[src/rtl/bldc_hall_commutation_controller_top_macros.svh]
// ----------------------------------------------------------------------------
// bldc_hall_commutation_controller_top_macros
// Assertion macros for the Hall commutation controller.
// ----------------------------------------------------------------------------
// Each macro is a labelled concurrent assertion clocked on clk; BHC_ASSERT is
// quiet in reset, BHC_ASSERT_RST also checks through reset.
`ifndef BLDC_HALL_COMMUTATION_CONTROLLER_TOP_MACROS_SVH
`define BLDC_HALL_COMMUTATION_CONTROLLER_TOP_MACROS_SVH
`ifndef SYNTHESIS
`define BHC_ASSERT(label, prop, msg) \
  label: assert property (@(posedge clk) disable iff (rst) (prop)) else $error(msg);
`define BHC_ASSERT_RST(label, prop, msg) \
  label: assert property (@(posedge clk) (prop)) else $error(msg);
`else
`define BHC_ASSERT(label, prop, msg)
`define BHC_ASSERT_RST(label, prop, msg)
`endif
`endif

[src/rtl/bhc_pkg.sv]
// ----------------------------------------------------------------------------
// bhc_pkg
// Shared constants and the per-channel state record of the Hall controller.
// ----------------------------------------------------------------------------
package bhc_pkg;

  localparam int CHANNELS_DEF  = 4;
  localparam int DIR_STEPS_DEF = 6;
  localparam int STALL_DEF     = 10000;
  localparam int RUN_CAP       = 10000;
  localparam int MAP_REGS      = 4;

  // configuration register indexes
  localparam logic [2:0] REG_MAP0      = 3'd0;
  localparam logic [2:0] REG_MAP1      = 3'd1;
  localparam logic [2:0] REG_MAP2      = 3'd2;
  localparam logic [2:0] REG_MAP3      = 3'd3;
  localparam logic [2:0] REG_MAX_STEP  = 3'd4;
  localparam logic [2:0] REG_RAMP_INT  = 3'd5;
  localparam logic [2:0] REG_CUR_LIMIT = 3'd6;
  localparam logic [2:0] REG_CUR_GAIN  = 3'd7;

  typedef struct packed {
    logic [2:0]         last_hall;
    logic [7:0]         ramp_count;
    logic signed [16:0] prev_signed_duty;
    logic [15:0]        applied_duty;
    logic               applied_dir;
    logic [2:0]         prev_step;
    logic               prev_move_dir;
    logic [13:0]        same_dir_run;
    logic [15:0]        tick_count;
    logic signed [16:0] speed_ticks;
    logic [31:0]        encoder;
  } chan_state_t;

  localparam int STATE_W = $bits(chan_state_t);

endpackage

[src/rtl/bldc_hall_commutation_controller_top.sv]
// ----------------------------------------------------------------------------
// bldc_hall_commutation_controller_top
// Six-step Hall commutation controller, four channels, state held in RAM.
// ----------------------------------------------------------------------------
// channel | direction | handshake       | beat carries
// in      | sink      | in_valid/stall  | channel, hall, current, command
// out     | source    | out_valid/stall | drive settings, encoder, speed
// cfg     | sink      | cfg_valid/ready | register index, data
//
// One beat per cycle sustained while the output does not stall; the result
// is offered from the output register (stage 1 RAM read, stage 2 update
// into the output register). Stage 1 issues the product and the map lookup;
// the state read for an item is issued as it moves into stage 2, and
// stage 2 writes back. A beat for the same channel directly behind takes the
// written state forwarded. Reset loads each channel's state by a sweep over
// the channels, input stalled meanwhile. Output stall holds the whole pipe.
// ----------------------------------------------------------------------------
`include "bldc_hall_commutation_controller_top_macros.svh"

module bldc_hall_commutation_controller_top
  import bhc_pkg::*;
#(
  parameter int CHANNELS         = CHANNELS_DEF,
  parameter int DIR_CHANGE_STEPS = DIR_STEPS_DEF,
  parameter int STALL_TICKS      = STALL_DEF
) (
  input  logic               clk,
  input  logic               rst,
  input  logic               in_valid,
  output logic               in_stall,
  input  logic [1:0]         channel,
  input  logic [2:0]         raw_hall,
  input  logic signed [15:0] current,
  input  logic               enable,
  input  logic [15:0]        duty_cmd,
  input  logic               dir_cmd,
  output logic               out_valid,
  input  logic               out_stall,
  output logic [1:0]         out_channel,
  output logic               drive_active,
  output logic [2:0]         comm_step,
  output logic               drive_dir,
  output logic [15:0]        drive_duty,
  output logic [31:0]        step_count,
  output logic signed [16:0] ticks_per_step,
  input  logic               cfg_valid,
  output logic               cfg_ready,
  input  logic [2:0]         cfg_index,
  input  logic [23:0]        cfg_data
);

  localparam int AW = (CHANNELS > 1) ? $clog2(CHANNELS) : 1;
  localparam int RD = (CHANNELS > 1) ? CHANNELS : 2;

  // configuration
  logic [23:0]        hall_map [MAP_REGS];
  logic [15:0]        max_duty_step;
  logic [7:0]         ramp_interval;
  logic signed [15:0] current_limit;
  logic [15:0]        current_gain;

  assign cfg_ready = 1'b1;

  always_ff @(posedge clk) begin
    if (rst) begin
      for (int i = 0; i < MAP_REGS; i++) hall_map[i] <= '0;
      max_duty_step <= 16'd50;
      ramp_interval <= 8'd10;
      current_limit <= 16'sd10000;
      current_gain  <= 16'd256;
    end else if (cfg_valid) begin
      unique case (cfg_index)
        REG_MAP0, REG_MAP1, REG_MAP2, REG_MAP3: hall_map[cfg_index[1:0]] <= cfg_data;
        REG_MAX_STEP:  max_duty_step <= cfg_data[15:0];
        REG_RAMP_INT:  ramp_interval <= cfg_data[7:0];
        REG_CUR_LIMIT: current_limit <= cfg_data[15:0];
        REG_CUR_GAIN:  current_gain  <= cfg_data[15:0];
        default: ;
      endcase
    end
  end

  // reset sweep
  logic          init;
  logic [AW:0]   init_cnt;
  chan_state_t   init_st;

  always_ff @(posedge clk) begin
    if (rst) begin
      init     <= 1'b1;
      init_cnt <= '0;
    end else if (init) begin
      if (32'(init_cnt) == CHANNELS - 1) init <= 1'b0;
      init_cnt <= init_cnt + 1'b1;
    end
  end

  always_comb begin
    init_st = '0;
    init_st.ramp_count = 8'({init_cnt, 1'b0});
  end

  // pipeline
  logic        adv;
  logic        v1, v2;
  logic [1:0]  ch1, ch2;
  logic        ok1, ok2;
  logic [2:0]  hall1;
  logic        en1, dir1;
  logic [15:0] duty1;
  logic        over1, over2;
  logic signed [16:0] ovr1;
  logic [2:0]  hall2;
  logic        en2, dir2;
  logic [15:0] duty2;
  logic [31:0] lower2;
  logic [23:0] map2;

  assign adv      = !(out_valid && out_stall);
  assign in_stall = init || !adv;

  logic in_ok;
  assign in_ok = 32'(channel) < CHANNELS;

  always_ff @(posedge clk) begin
    if (rst) begin
      v1 <= 1'b0;
      v2 <= 1'b0;
    end else if (adv) begin
      v1 <= in_valid && !init;
      v2 <= v1;
    end
  end

  always_ff @(posedge clk) begin
    if (adv) begin
      ch1   <= channel;
      ok1   <= in_ok;
      hall1 <= raw_hall;
      en1   <= enable;
      duty1 <= duty_cmd;
      dir1  <= dir_cmd;
      over1 <= current > current_limit;
      ovr1  <= 17'(current) - 17'(current_limit);
      ch2   <= ch1;
      ok2   <= ok1;
      hall2 <= hall1;
      en2   <= en1;
      duty2 <= duty1;
      dir2  <= dir1;
      over2 <= over1;
      lower2 <= 32'((33'(ovr1[15:0]) + (ovr1[16] ? 33'h10000 : 33'd0))
                    * 33'(current_gain) >> 8);
      map2  <= hall_map[ch1];
    end
  end

  // state memory
  chan_state_t ram_rd, st_cur, st_next, fwd_st;
  logic        we;
  logic [AW-1:0] waddr;
  chan_state_t   wdata;
  logic          fwd_hit;
  logic [2:0]    step_n;
  logic [15:0]   duty_n;
  logic          dir_n;
  logic [AW-1:0] raddr;

  // read for the item entering stage 2; under stall re-read the one held there
  assign raddr = adv ? AW'(ch1) : AW'(ch2);

  bhc_ram #(.WIDTH(STATE_W), .DEPTH(RD)) u_state (
    .clk(clk), .we(we), .waddr(waddr), .wdata(wdata),
    .raddr(raddr), .rdata(ram_rd)
  );

  always_ff @(posedge clk) begin
    fwd_hit <= we && (waddr == raddr);
    fwd_st  <= wdata;
  end

  assign st_cur = fwd_hit ? fwd_st : ram_rd;

  bhc_update #(.DIR_CHANGE_STEPS(DIR_CHANGE_STEPS), .STALL_TICKS(STALL_TICKS)) u_upd (
    .st(st_cur), .raw_hall(hall2), .enable(en2), .duty_cmd(duty2), .dir_cmd(dir2),
    .over(over2), .lower(lower2), .hall_map(map2), .max_duty_step(max_duty_step),
    .ramp_interval(ramp_interval), .st_next(st_next), .comm_step(step_n),
    .drive_duty(duty_n), .drive_dir(dir_n)
  );

  // the update fires as stage 2 moves into the output register
  logic fire;
  assign fire  = v2 && adv && ok2;
  assign we    = init || fire;
  assign waddr = init ? AW'(init_cnt) : AW'(ch2);
  assign wdata = init ? init_st : st_next;

  always_ff @(posedge clk) begin
    if (rst) begin
      out_valid <= 1'b0;
    end else if (adv) begin
      out_valid <= v2;
    end
  end

  always_ff @(posedge clk) begin
    if (adv) begin
      out_channel    <= ch2;
      drive_active   <= ok2 && en2;
      comm_step      <= ok2 ? step_n : 3'd0;
      drive_dir      <= ok2 && dir_n;
      drive_duty     <= ok2 ? duty_n : 16'd0;
      step_count     <= ok2 ? st_next.encoder : 32'd0;
      ticks_per_step <= ok2 ? st_next.speed_ticks : 17'sd0;
    end
  end

  `BHC_ASSERT(a_no_in_in_init, init |-> in_stall, "input taken during state sweep")
  `BHC_ASSERT(a_hold_out, (out_valid && out_stall) |=> out_valid && $stable(step_count), "result lost under stall")
  `BHC_ASSERT(a_dis_zero, (out_valid && !drive_active) |-> drive_duty == 16'd0, "duty while floating")
  `BHC_ASSERT_RST(a_rst_empty, rst |=> !out_valid, "output valid after reset")

endmodule

[src/rtl/bhc_ram.sv]
// ----------------------------------------------------------------------------
// bhc_ram
// Generic single-write, single-read RAM with registered read data.
// ----------------------------------------------------------------------------
module bhc_ram #(
  parameter int WIDTH = 8,
  parameter int DEPTH = 4
) (
  input  logic                     clk,
  input  logic                     we,
  input  logic [$clog2(DEPTH)-1:0] waddr,
  input  logic [WIDTH-1:0]         wdata,
  input  logic [$clog2(DEPTH)-1:0] raddr,
  output logic [WIDTH-1:0]         rdata
);

  logic [WIDTH-1:0] mem [DEPTH];

  always_ff @(posedge clk) begin
    if (we) begin
      mem[waddr] <= wdata;
    end
    rdata <= mem[raddr];
  end

endmodule

[src/rtl/bhc_update.sv]
// ----------------------------------------------------------------------------
// bhc_update
// Stage-2 datapath: from one channel's state and one tick, the next state
// and the result fields. The overshoot product comes in registered.
// ----------------------------------------------------------------------------
module bhc_update
  import bhc_pkg::*;
#(
  parameter int DIR_CHANGE_STEPS = DIR_STEPS_DEF,
  parameter int STALL_TICKS      = STALL_DEF
) (
  input  chan_state_t        st,
  input  logic [2:0]         raw_hall,
  input  logic               enable,
  input  logic [15:0]        duty_cmd,
  input  logic               dir_cmd,
  input  logic               over,
  input  logic [31:0]        lower,
  input  logic [23:0]        hall_map,
  input  logic [15:0]        max_duty_step,
  input  logic [7:0]         ramp_interval,
  output chan_state_t        st_next,
  output logic [2:0]         comm_step,
  output logic [15:0]        drive_duty,
  output logic               drive_dir
);

  logic [2:0]         hall_q;
  logic [2:0]         step;
  logic signed [17:0] target;
  logic signed [17:0] diff;
  logic [17:0]        mag;
  logic signed [17:0] moved;
  logic [15:0]        duty_r;
  logic               fwd;
  logic               back;
  logic               same;
  logic [13:0]        run;
  logic [15:0]        tick;

  always_comb begin
    st_next = st;
    hall_q  = (raw_hall >= 3'd1 && raw_hall <= 3'd6) ? raw_hall : st.last_hall;
    st_next.last_hall = hall_q;
    step   = hall_map[{1'b0, hall_q, 1'b0} + {2'b00, hall_q} +: 3];
    target = dir_cmd ? $signed({2'b00, duty_cmd}) : -$signed({2'b00, duty_cmd});
    diff   = target - 18'(st.prev_signed_duty);
    mag    = diff[17] ? 18'(-diff) : 18'(diff);
    moved  = diff[17] ? 18'(st.prev_signed_duty) - $signed({2'b00, max_duty_step})
                      : 18'(st.prev_signed_duty) + $signed({2'b00, max_duty_step});
    duty_r = st.applied_duty;
    if (enable) begin
      if (st.ramp_count < ramp_interval) begin
        st_next.ramp_count = st.ramp_count + 8'd1;
      end else begin
        st_next.ramp_count = '0;
        if (mag <= {2'b00, max_duty_step}) begin
          duty_r = duty_cmd;
          st_next.applied_dir = dir_cmd;
          st_next.prev_signed_duty = 17'(target);
        end else begin
          duty_r = moved[17] ? 16'(-moved) : moved[15:0];
          st_next.applied_dir = !moved[17];
          st_next.prev_signed_duty = 17'(moved);
        end
      end
      if (over) begin
        duty_r = (lower >= {16'd0, duty_r}) ? 16'd0 : 16'(32'(duty_r) - lower);
      end
      st_next.applied_duty = duty_r;
    end

    fwd  = (step > st.prev_step || (step == 3'd0 && st.prev_step == 3'd5))
           && !(step == 3'd5 && st.prev_step == 3'd0);
    back = !fwd && (step < st.prev_step || (step == 3'd5 && st.prev_step == 3'd0));
    tick = st.tick_count;
    same = 1'b0;
    run  = st.same_dir_run;
    if (fwd || back) begin
      same = fwd ? st.prev_move_dir : !st.prev_move_dir;
      st_next.encoder = fwd ? st.encoder + 32'd1 : st.encoder - 32'd1;
      run = same ? ((st.same_dir_run < 14'(RUN_CAP)) ? st.same_dir_run + 14'd1
                                                      : st.same_dir_run) : 14'd0;
      st_next.same_dir_run = run;
      if (32'(run) >= 32'(DIR_CHANGE_STEPS)) begin
        st_next.speed_ticks = fwd ? $signed({1'b0, tick}) : -$signed({1'b0, tick});
      end
      tick = '0;
      st_next.prev_move_dir = fwd;
    end
    if (32'(tick) > 32'(STALL_TICKS)) begin
      st_next.speed_ticks = '0;
    end else begin
      tick = tick + 16'd1;
    end
    if (tick != 16'hFFFF) begin
      tick = tick + 16'd1;
    end
    st_next.tick_count = tick;
    st_next.prev_step  = step;
    comm_step  = step;
    drive_duty = enable ? duty_r : 16'd0;
    drive_dir  = enable ? st_next.applied_dir : 1'b0;
  end

endmodule

[config.mk]
export PLATFORM = sky130hd
export DESIGN_NAME = bldc_hall_commutation_controller_top
export DESIGN_NICKNAME = d
export VERILOG_FILES = /design/src/rtl/bhc_pkg.sv /design/src/rtl/bldc_hall_commutation_controller_top.sv /design/src/rtl/bhc_ram.sv /design/src/rtl/bhc_update.sv
export VERILOG_INCLUDE_DIRS = /design/src /design/src/rtl
export SDC_FILE = /design/constraint.sdc
export NUM_CORES = 2
export LEC_CHECK = 0
export ABC_AREA = 1
export BUFFER_PORTS_ARGS = -buffer_cell sky130_fd_sc_hd__buf_2
export CORE_ASPECT_RATIO = 0.7
export CORE_UTILIZATION = 55
export DETAILED_ROUTE_END_ITERATION = 8
export GPL_TIMING_DRIVEN = 0
export PLACE_DENSITY = 0.72
export SLEW_MARGIN = 5
export SYNTH_ARGS = -nofsm -noshare
export SYNTH_HDL_FRONTEND = slang
export SYNTH_SLANG_ARGS = --single-unit
[constraint.sdc]
create_clock -name clk -period 28.8 [get_ports clk]
set_input_delay 2.88 -clock clk [delete_from_list [all_inputs] [get_ports clk]]
set_output_delay 2.88 -clock clk [all_outputs]
set_load 0.005 [all_outputs]
# ---- Word level (Yosys, flattened, before mapping)
# Memory sizes are Yosys's and may differ from the RTL's. A register that Yosys moved wholly into a read port is not among the register bits.
# Cells that the tools add are included.
dict set report totals {
  ff_bits 354
  mem_bits_rw 608
  inputBits 71
  output_inout_bits 75
  wordCells 163
  n_memories 2
}
dict set report op_classes {
  add_sub_neg 18
  multipliers 1
  n_lt_le_gt_ge 11
  n_eq_ne 12
  shift 1
  muxes 46
  n_reduce_logical 30
}
# name words word_bits read_ports rd_ports_with_merged_regs wr line
set mem_list {}
lappend mem_list {u_state.mem 4 128 1 1 1 bhc_ram.sv:17} ;# logic [WIDTH-1:0] mem [DEPTH];
lappend mem_list {hall_map 4 24 1 1 4 bldc_hall_commutation_controller_top.sv:56} ;# logic [23:0] hall_map [MAP_REGS];
# op count
set ops {}
lappend ops {{128-bit two-way mux} 2}
lappend ops {{16-bit two-way mux} 9}
lappend ops {{17-bit two-way mux} 6}
lappend ops {{18-bit two-way mux} 3}
lappend ops {{49-bit two-way mux} 1}
lappend ops {{42-bit two-way mux} 1}
lappend ops {{18-bit by 16-bit multiplier with 33-bit output} 1}
lappend ops {{16-bit by 1-bit adder with 16-bit output (second input constant)} 2}
lappend ops {{32-bit by 1-bit adder with 32-bit output (second input constant)} 1}
lappend ops {{32-bit two-way mux} 1}
lappend ops {{32-bit by 1-bit subtractor with 32-bit output (second input constant)} 1}
lappend ops {{14-bit two-way mux} 2}
lappend ops {{25-bit by 16-bit greater-or-equal comparator with 1-bit output} 1}
lappend ops {{24-bit two-way mux} 1}
lappend ops {{24-bit OR reduction} 1}
lappend ops {{24-bit by 6-bit variable part select with 3-bit output} 1}
lappend ops {{16-bit by 17-bit adder with 18-bit output} 1}
lappend ops {{17-bit by 17-bit adder with 18-bit output} 1}
lappend ops {{3-bit equality test (second input constant)} 6}
lappend ops {{18-bit by 16-bit <= comparator with 1-bit output} 1}
lappend ops {{16-bit negation with 18-bit output} 1}
lappend ops {{18-bit negation} 1}
lappend ops {{17-bit by 17-bit subtractor with 18-bit output} 1}
lappend ops {{18-bit by 17-bit subtractor with 18-bit output} 1}
lappend ops {{other kinds (32)} 72}

# ---- Depth between registers and ports, before layout
dict set report depth {
  depth_word 18
  mapped_depth 60
}

# ---- Modules after synthesis
# Synthesis repeated with hierarchy kept, for this count alone.
dict set report hier_totals {
  cells_unflattened 7104
  area_unflattened_um2 62881.6
}
# module instances cells_per_inst area_per_inst_um2 seq_area_each_um2
set modules_own_cells {}
lappend modules_own_cells {bldc_hall_commutation_controller_top 1 2847 27286.2 12291.8}
lappend modules_own_cells {bhc_ram 1 2142 24220.7 17937.2}
lappend modules_own_cells {bhc_update 1 2115 11374.7 0.0}

# ---- Worst setup path after synthesis
# No wires, ideal clock.
dict set report synth_path {
  path_type {in2reg}
  startpoint {in out_stall}
  endpoint {mem u_state.mem[0][0] (netlist bit), enable pin}
  setup_time_ps 617
  arrival_ps 12704
  setup_slack_ps 15479
  cell_stages 5
  n_path_buf 0
  path_cell_list {nand2_1 a21oi_1 inv_1 nand2_1 nor2_1}
}
dict set report synth_between {
  elab_chain_cells 6
}
# element line
set synth_rtl {}
lappend synth_rtl {{from (decl)} bldc_hall_commutation_controller_top.sv:38} ;# input logic out_stall,
lappend synth_rtl {{1-bit logical AND} bldc_hall_commutation_controller_top.sv:119} ;# assign adv = !(out_valid && out_stall);
lappend synth_rtl {{1-bit zero test} bldc_hall_commutation_controller_top.sv:119}
lappend synth_rtl {{1-bit logical AND} bldc_hall_commutation_controller_top.sv:193} ;# assign fire = v2 && adv && ok2;
lappend synth_rtl {{1-bit logical OR} bldc_hall_commutation_controller_top.sv:194} ;# assign we = init || fire;
lappend synth_rtl {{1-bit two-way mux} bhc_ram.sv:20} ;# if (we) begin
lappend synth_rtl {{1-bit two-way mux (implied by the code)} bhc_ram.sv:21} ;# mem[waddr] <= wdata;
lappend synth_rtl {{to (decl)} bhc_ram.sv:17}
# No other way between the ends.

# ---- Worst setup path after layout
dict set report layout_path {
  startpoint {reg fwd_hit}
  endpoint {mem u_state.mem[2][99] (netlist bit), data pin}
}
dict set report layout_between {
  elab_chain_cells 13
}
# element line
set layout_rtl {}
lappend layout_rtl {{from (decl)} bldc_hall_commutation_controller_top.sv:163} ;# logic fwd_hit;
lappend layout_rtl {{from (signal assigned)} bldc_hall_commutation_controller_top.sv:178} ;# fwd_hit <= we && (waddr == raddr);
lappend layout_rtl {{128-bit two-way mux *} bldc_hall_commutation_controller_top.sv:182} ;# assign st_cur = fwd_hit ? fwd_st : ram_rd;
lappend layout_rtl {{18-bit by 17-bit subtractor with 18-bit output, or another cell as far along} bhc_update.sv:47} ;# diff = target - 18'(st.prev_signed_duty);
lappend layout_rtl {{18-bit negation or 18-bit two-way mux (tied branches)} {bhc_update.sv:48, bhc_update.sv:49}}
lappend layout_rtl {{18-bit two-way mux or 16-bit negation (tied branches)} {bhc_update.sv:48, bhc_update.sv:62}}
lappend layout_rtl {{18-bit by 16-bit <= comparator with 1-bit output or 16-bit two-way mux (tied branches)} {bhc_update.sv:57, bhc_update.sv:62}}
lappend layout_rtl {{16-bit two-way mux} bhc_update.sv:57} ;# if (mag <= {2'b00, max_duty_step}) begin
lappend layout_rtl {{16-bit two-way mux} bhc_update.sv:53} ;# if (st.ramp_count < ramp_interval) begin
lappend layout_rtl {{16-bit two-way mux} bhc_update.sv:52} ;# if (enable) begin
lappend layout_rtl {{25-bit by 16-bit greater-or-equal comparator with 1-bit output or 16-bit subtractor (tied branches)} bhc_update.sv:68} ;# duty_r = (lower >= {16'd0, duty_r}) ? 16'd0 : 16'(32'(duty_r) - lower);
lappend layout_rtl {{16-bit two-way mux} bhc_update.sv:68}
lappend layout_rtl {{16-bit two-way mux} bhc_update.sv:67} ;# if (over) begin
lappend layout_rtl {{42-bit two-way mux *} bhc_update.sv:52}
lappend layout_rtl {{128-bit two-way mux *} bldc_hall_commutation_controller_top.sv:196} ;# assign wdata = init ? init_st : st_next;
lappend layout_rtl {{named net u_state.wdata[99]} bhc_ram.sv:12} ;# input logic [WIDTH-1:0] wdata,
# Mark *: on every way through the listed nets, which the timed path passes. The rest lies on a longest branch. The select of a mux whose other input is x is not followed.

==> impl_results.rst <==
.. list-table::
   :header-rows: 1

   * - Metric
     - Value
   * - Met1 WL
     - 73190 um
   * - Number of flip-flops and latches in the synthesized netlist
     - between 1000 and 1500
   * - Boundary Pins
     - between 100 and 150
   * - Iteration-0 DRC Markers
     - 5405
   * - Area leader, netlist
     - sky130_fd_sc_hd__edfxtp_1
   * - First-pass GRT wire length
     - 245500 um
   * - # clock sinks
     - 1114
   * - Vias in the first global route
     - 42200
   * - Number of standard cells after synthesis
     - 6074
   * - Cell area after synthesis
     - 58490 um^2
   * - Total Die Area
     - 107700 um^2
   * - Main synth FF type
     - sky130_fd_sc_hd__edfxtp_1
   * - Cell with the largest stage delay on the worst path
     - sky130_fd_sc_hd__clkbuf_1
   * - Outcome
     - finished, final reports clean
   * - Final period demand of the worst path
     - 13.44 ns
   * - Area growth from synthesis to final layout
     - 11.56%
   * - Launching element type of the critical path
     - flip-flop
   * - Placer's final routability congestion estimate
     - 1.002
   * - Post-route clock skew
     - 0.03138 ns
   * - Summed area of non-filler cells in the final layout
     - 65250 um^2
   * - Std-Cell Core Area
     - approximately 100000 um^2
   * - Slew of the pin with the lowest slew margin
     - approximately 1.3 ns
   * - Start point of the critical path
     - fwd_hit
   * - DPL Wire Length
     - 117500 um
   * - Startpoint of the worst-slack reg-to-reg timing path
     - fwd_hit
   * - Number of antenna violations at the first check in global routing
     - 2
   * - Number of max-cap violations
     - 0
   * - # port buffers
     - ~140
   * - Power share of the combinational group
     - 52.0%
   * - Unrepaired setup endpoints after global routing
     - false
   * - Portion of synthesized cell area occupied by the leading cell type
     - 40.66%
   * - Sequential share of the synthesized area
     - 51.68%
   * - Most frequent cell after synthesis
     - sky130_fd_sc_hd__nand2_1
   * - Crit path required time
     - 29.19 ns
   * - Hold_buf cts
     - 0
   * - H-tree lvl count
     - 3
   * - Worst hold path class
     - flip-flop to flip-flop
   * - Total number of yosys warnings
     - 0
   * - Min Hold Slack
     - 0.4128 ns
   * - Via density per instance
     - 5.684
   * - Delay of the slowest cell on the worst path
     - 0.93 ns
   * - Net count of the mapped netlist
     - 6613
   * - Mean cell area of the mapped netlist
     - 9.629 um^2
   * - Share of cells above drive strength 1
     - 7.703%
   * - Routed wirelength normalized by instance count
     - 20.41 um
   * - Worst endpoint data arrival time
     - approximately 14 ns
   * - Count of cell types in the netlist
     - 59
   * - Initial core utilization
     - 55.81%
   * - Start point of the worst min-delay path
     - duty1[14]
   * - Max-slew violations
     - 0
   * - Post-CTS Setup Bufs
     - 0
   * - Slew headroom
     - 15.00%
   * - Leakage power of the design
     - 28.15 nW
   * - Crit. End Element
     - flip-flop
   * - Final net count
     - 6887
   * - Relative contribution of sequential cells to total power
     - 29.0%
   * - Maximum root-to-sink buffer count
     - 3
   * - Number of vias in the routed layout
     - approximately 45000
   * - DRC errors left
     - 0
   * - Clock tree from TritonCTS
     - yes
   * - Number of enable-type register cells in the synthesized netlist
     - 792
   * - Finish-stage setup viols
     - 0
   * - Switching power total
     - 3.473 mW
   * - Site row count
     - a little under 100
   * - Most common library cells after synthesis
     - 1013 x sky130_fd_sc_hd__nand2_1, 792 x sky130_fd_sc_hd__edfxtp_1, 760 x sky130_fd_sc_hd__inv_1
   * - Detailed Routing Iterations Pass 1
     - 6
   * - Switching Fraction
     - 44.97%
   * - Uppermost routed layer
     - met5
   * - Start-to-end type of the worst setup path
     - flip-flop to flip-flop
   * - Number of filler instances in the final layout
     - 8619
   * - Die Wd
     - 391.8 um
   * - Height of the die
     - 274.8 um
   * - Placed Area
     - around 62000 um^2
   * - Highest fanout seen on the critical path
     - 10
   * - Post-layout util
     - between 60% and 70%
   * - Total negative slack
     - 0 ns
   * - Clock slew at the register clock pins of the worst setup and hold paths
     - 0.06 ns
   * - Part of the power in the clock network
     - approximately a fifth
   * - Count of instances resized after the clock tree is built
     - 0
   * - Post-route antenna net violation count
     - 0
   * - Routed met2 length
     - 65350 um
   * - Clock network latency to the later pin of the worst-skew pair
     - ~0.74 ns
   * - Hold Vio Cnt, Final
     - 0
   * - Largest cells by area after synthesis
     - sky130_fd_sc_hd__edfxtp_1 41%, sky130_fd_sc_hd__dfxtp_1 11%, sky130_fd_sc_hd__fa_1 7.3%
   * - Highest clock rate
     - approximately 74 MHz
   * - Cell chosen for the clock root
     - sky130_fd_sc_hd__clkbuf_16
   * - Met3 wirelength from detailed routing
     - 17770 um
   * - Internal power component
     - 4.250 mW
   * - Cell seen most often among critical-path stages
     - sky130_fd_sc_hd__nand2_1
   * - Combined global-route utilization of all metal layers
     - between 20% and 30%
   * - Total wire length
     - 160300 um
   * - Async set-reset flop share out of synthesis
     - 0%
   * - Maximum number of pins on one net before global-route repair
     - 70
   * - Fraction of the cycle the final worst path needs
     - a little under half
   * - PD cells
     - around 120 nW/um^2
   * - Number of buffers inserted during clock tree synthesis
     - 103
   * - Residual overflow from global routing
     - 0
   * - Worst IR Drop VDD
     - around 100 uV
==> kinds of logic after synthesis <==
group                      count (synthesis)  synth area share (%)
and+or+nand+nor                         2143                 15.33
adders and majority gates                468                 12.75
DFF                                     1114                 51.68
buffers and inverters                   1056                 6.927
muxes                                     23                0.3936
AOI/OAI and AO/OA                       1081                 10.09
other                                      1              0.006412
xor gates and xnor gates                 188                 2.828
==> per-layer routing <==
| metal | up-vias | GRT usage [%] |
|---|---|---|
| met2 | 2139 | 42.10 |
| met1 | 21490 | 46.22 |
| met4 | 2 | 7.782 |
| met3 | 243 | 6.946 |
| li1 | 20770 | - |
| met5 | - | 0.6926 |
==> cell usage in the layout, fill, tap and decap left out, types with 139 or more instances in the layout <==
master | synthesis | final
sky130_fd_sc_hd__xor2_1 | 139 | 139
sky130_fd_sc_hd__buf_2 | 16 | 160
sky130_fd_sc_hd__o21ai_0 | 543 | 542
sky130_fd_sc_hd__dfxtp_1 | 322 | 322
sky130_fd_sc_hd__edfxtp_1 | 792 | 792
sky130_fd_sc_hd__inv_1 | 760 | 760
sky130_fd_sc_hd__ha_1 | 255 | 255
sky130_fd_sc_hd__o22ai_1 | 154 | 154
sky130_fd_sc_hd__nor2_1 | 672 | 668
sky130_fd_sc_hd__fa_1 | 213 | 213
sky130_fd_sc_hd__a21oi_1 | 266 | 266
sky130_fd_sc_hd__nand3_1 | 234 | 234
sky130_fd_sc_hd__clkbuf_1 | 242 | 265
sky130_fd_sc_hd__nand2_1 | 1013 | 1012
==> critical path: cells and delay by family, from the launching register on <==
kind / cells / cell delay (ns)
and+or+nand+nor: 22 / 3.53
buffers and inverters: 15 / 5.10
adders and majority gates: 3 / 1.16
AOI/OAI and AO/OA: 10 / 2.60
DFF: 1 / 0.40
xor gates and xnor gates: 1 / 0.21
==> power groups by stage <==
| stage | registers (mW) | logic, mW | clock network, mW |
|---|---|---|---|
| floorplan | 2.28 | 2.71 | 0 |
| global placement | 2.32 | 3.79 | 0 |
| detailed placement | 2.27 | 3.89 | 0 |
| CTS | 2.24 | 3.92 | 1.48 |
| global route | 2.27 | 4.44 | 1.54 |
| finish | 2.24 | 4.02 | 1.47 |
==> through the flow <==
step	worst slack, ns	cells	power [mW]
finish	15.36	7854	7.724
global route	14.44	7853	8.245
CTS	15.76	7853	7.638
detailed placement	15.82	7657	6.159
global placement	8.364	7632	6.110
floorplan	15.48	6074	4.994
==> state kept, by name, summed over array words and instances (netlist names), 17 cells and up <==
| register | count |
|---|---|
| step_count | 32 |
| ticks_per_step | 17 |
| map2 | 24 |
| u_state.rdata | 128 |
| hall_map | 96 |
| fwd_st | 128 |
| lower2 | 25 |
| ovr1 | 17 |
| u_state.mem | 512 |
==> layout make-up <==
class                      count  area [um^2]  area share [%]
antenna                        1        2.502        0.003835
buffer                       281         1142           1.751
clock buffer                 141         2893           4.433
clock inverter                55        758.2           1.162
inverter                     775         2909           4.458
multi-input combinational   3904        24260           37.18
sequential                  1114        30230           46.33
tap                         1414         1769           2.711
timing repair buffer         169         1289           1.975
==> path summary, 6_finish.rpt <==
check / slack [ns] / end / cells after the start
min: 0.41 / duty2[14] / 0
max: 15.36 / u_state.mem[2][99] / 51
max reg2reg: 15.36 / u_state.mem[2][99] / 51
min reg2reg: 0.41 / duty2[14] / 0
No activity file was read; power rests on OpenSTA's default activity.
